===== config.mk =====
export PLATFORM = sky130hd
export DESIGN_NAME = twid_ram
export DESIGN_NICKNAME = d
export VERILOG_FILES = /design/src/sv/twid_ram.sv
export SDC_FILE = /design/constraint.sdc
export NUM_CORES = 1
export LEC_CHECK = 0
export BUFFER_PORTS_ARGS = -buffer_cell sky130_fd_sc_hd__buf_2
export CAP_MARGIN = 20
export CORE_UTILIZATION = 40
export CTS_BUF_LIST = sky130_fd_sc_hd__clkbuf_4
export CTS_CLUSTER_SIZE = 40
export DETAILED_ROUTE_END_ITERATION = 8
export MAX_ROUTING_LAYER = met4
export PLACE_DENSITY = 0.61
export SKIP_CTS_REPAIR_TIMING = 1
export SYNTH_ARGS = -nofsm -noshare
export SYNTH_HDL_FRONTEND = slang
export SYNTH_SLANG_ARGS = --single-unit

===== constraint.sdc =====
create_clock -name i_clk -period 3.2 [get_ports i_clk]
set_input_delay 0.64 -clock i_clk [delete_from_list [all_inputs] [get_ports i_clk]]
set_output_delay 0.64 -clock i_clk [all_outputs]
set_load 0.01 [all_outputs]

===== src/sv/twid_ram.sv =====
module twid_ram #(
    parameter int WIDTH = 8,
    parameter int DEPTH = 16
) (
    input  logic                     i_clk,
    input  logic                     i_we,
    input  logic [$clog2(DEPTH)-1:0] i_waddr,
    input  logic [WIDTH-1:0]         i_wdata,
    input  logic [$clog2(DEPTH)-1:0] i_raddr,
    output logic [WIDTH-1:0]         o_rdata
);

    logic [WIDTH-1:0] r_mem [DEPTH];
    logic [WIDTH-1:0] r_rdata;

    // One write port and one registered read port.
    always_ff @(posedge i_clk) begin
        if (i_we) begin
            r_mem[i_waddr] <= i_wdata;
        end
        r_rdata <= r_mem[i_raddr];
    end

    assign o_rdata = r_rdata;

endmodule


==> results.tsv <==
metric	value	unit
Seq cells post-synth	136	
TritonCTS Buffers	17	
core area	12600	sq um
largest family of logic cells by synthesized area	multiplexers	
Met3 Routed Length	522	um
cells after synthesis	229	
Mapped Avg Cell Area	22.5	sq um
Final #Nets	293	
Die Ht	115	um
Max Cap Violations	0	
R2R Path End	o_rdata[4]	
Switching Share	22.5	%
post-synthesis mux area share	15.0	%
post-route cell area	5790	sq um
vias per cell	5.14	
Cell variety after synth	19	
Initial DRC Count	151	
Seq/Total Area, Yosys	77.8	%
Critical path origin	i_raddr[0]	
compound-gate portion of the synthesized area	2.33	%
Post-Synth XOR/XNOR Area	0	%
CP Max Fanout	19	
Placement Setup Slack	0.842	ns
Syn Nets	247	
CP endpoint kind	flip-flop	
WP data required	3.58	ns
R2R setup slack	1.88	ns
post-route clock period utilization	55.7	%
Simple-Gate Fraction of Synth Area	3.18	%
Slew headroom	40.9	%
R2R depth	3	
clock root cell	clkbuf_4	
final worst setup slack	1.42	ns
DP HPWL	5.73	mm
Max Slew Vio Count	0	
CP Launch Type	input port	
fmax	561	MHz
Max Used Layer	met4	
worst hold path cell count	1	
vias after detailed routing	2366	
sw power	738	uW
post-placement cell area	5500	sq um
area share of fa/ha/maj cells after synthesis	0	%
status	complete, no violations	
Mapped Area	5150	sq um
Clk pwr share	33.6	%
initial antenna violation count	0	
worst path arrival time	2.16	ns
Min-Delay Path Class	input port to flip-flop	
PwrDens	566	nW/um^2
maximum VDD drop	0.209	mV
M1 WL	4.02	mm
Die X	115	um
DR pass1 iterations	4	
final number of hold-violating endpoints	0	
Routed WL per cell	19.8	um
DIE AREA	13300	sq um
total global routing overflow	0	
layout cells sized above 1	30.2	%
reg2reg start	r_mem[9][4]	
leak pwr	0.00190	uW
first-pass GRT wire length	14.3	mm
vias in the first global route	2484	
final WL	9.13	mm
Hold Crit Endpoint	r_mem[14][5]	
worst slew pin tran	0.884	ns
Tmin final	1.78	ns
Area Growth Syn to Fin	12.5	%
GRT Resource Usage Total	16.0	%
hold path start	i_wdata[5]	
Final Wtd Congestion	0.681	
row count	41	
Filler cells	1060	
CTS tree	built	
clk_lat worst skew	0.50	ns
Yosys Warn Count	0	
Clock Path Buffers	2	
antenna cell count	0	
part of the power in registers	61.0	%
starting density of the core	41.0	%
unrepaired setup endpoints after global routing	false	
WL met2	4.54	mm
PortBufs	25	
crit path kind	input port to flip-flop	
internal power	2540	uW
clk sinks	136	
Worst Skew	0.0175	ns
DRC viols	0	
Setup TNS	0	ns
H-tree depth	4	
Final ANT Viol Nets	0	
final setup fails	0	
# IOs	26	
largest net degree at the start of global routing	33	
Reg clk slew, reported paths	0.13	ns
Combinational Power Share	5.4	%
==> registers in the layout, summed over array words and instances, names as in the netlist <==
name,flops
o_rdata,8
r_mem,128
==> layout make-up <==
type	instances	area [sq um]	area share, %
flip-flops and latches	136	4000	69.2
multi-input cells	83	1060	18.3
clock buffers	18	135	2.33
well taps	172	215	3.72
repair buffers	37	228	3.93
clock inverters	14	150	2.59
==> placed cells by master (no fill, tap or decap), types with 2 or more instances in the layout <==
cell | synthesis | final
edfxtp_1 | 128 | 128
buf_2 | 3 | 25
mux4_2 | 18 | 18
clkbuf_4 | 0 | 18
a22oi_1 | 16 | 16
mux4_1 | 14 | 14
nor2_1 | 13 | 13
buf_4 | 1 | 11
nand2_1 | 9 | 9
dfxtp_1 | 8 | 8
clkinvlp_4 | 0 | 5
nor3_1 | 4 | 4
inv_6 | 0 | 3
nand3b_1 | 2 | 2
nand2b_1 | 2 | 2
bufinv_16 | 0 | 2
clkinv_4 | 0 | 2
==> power groups by stage <==
stage,registers [uW],clock network (uW),logic (uW)
global placement,2040,0,179
floorplan,2040,0,101
finish,2000,1100,178
detailed placement,2040,0,183
CTS,2000,1130,183
global route,2000,1210,195
==> kinds of logic after synthesis <==
logic type             Yosys count
and+or+nand+nor                 35
AOI/OAI and AO/OA               16
muxes                           32
DFF                            136
buffers and inverters           10
==> routing by layer <==
layer / up-vias / track usage (%)
li1: 1065 / -
met1: 1233 / 20.4
met2: 64 / 24.7
met3: 4 / 5.07
met4: 0 / 4.85
met5: - / -
==> worst max path at each step <==
stage / end / slack, ns / depth (start not counted)
after floorplan: r_mem[0][0] / 1.07 / 2
after global placement: o_rdata[4] / 0.86 / 5
after detailed placement: o_rdata[4] / 0.84 / 5
after CTS: o_rdata[4] / 1.40 / 5
after global routing: o_rdata[6] / 1.36 / 5
final: o_rdata[4] / 1.42 / 5
==> critical path, stage by stage <==
cell and delay [ns]:
buf_2 0.38, buf_12 0.26, mux4_1 0.56, a22oi_1 0.24, nand2_1 0.07
==> Yosys cell counts (all sizes together) <==
| master | instances | area share (%) |
|---|---|---|
| dfxtp | 8 | 3.1 |
| buf | 7 | 1.1 |
| nand3b | 2 | 0.29 |
| clkdlybuf4s25 | 3 | 0.58 |
| and2 | 1 | 0.12 |
| or3b | 1 | 0.17 |
| nor3 | 4 | 0.39 |
| nand3 | 1 | 0.097 |
| a22oi | 16 | 2.3 |
| mux4 | 32 | 15 |
| nor2b | 1 | 0.12 |
| nor2 | 13 | 0.95 |
| edfxtp | 128 | 75 |
| nand2 | 9 | 0.66 |
| and2b | 1 | 0.15 |
| nand2b | 2 | 0.24 |
==> metrics by stage <==
step | total power, uW | instances | hold slack [ns] | util, %
4_1_cts | 3310 | 460 | 0.472 | 46.1
3_3_place_gp | 2220 | 428 | 0.653 | 43.8
6_report | 3280 | 460 | 0.513 | 46.1
2_1_floorplan | 2140 | 229 | 0.629 | -
3_5_place_dp | 2220 | 428 | 0.674 | 43.8
5_1_grt | 3410 | 460 | 0.442 | 46.1
Note: power is estimated with default switching activity, not from simulation.
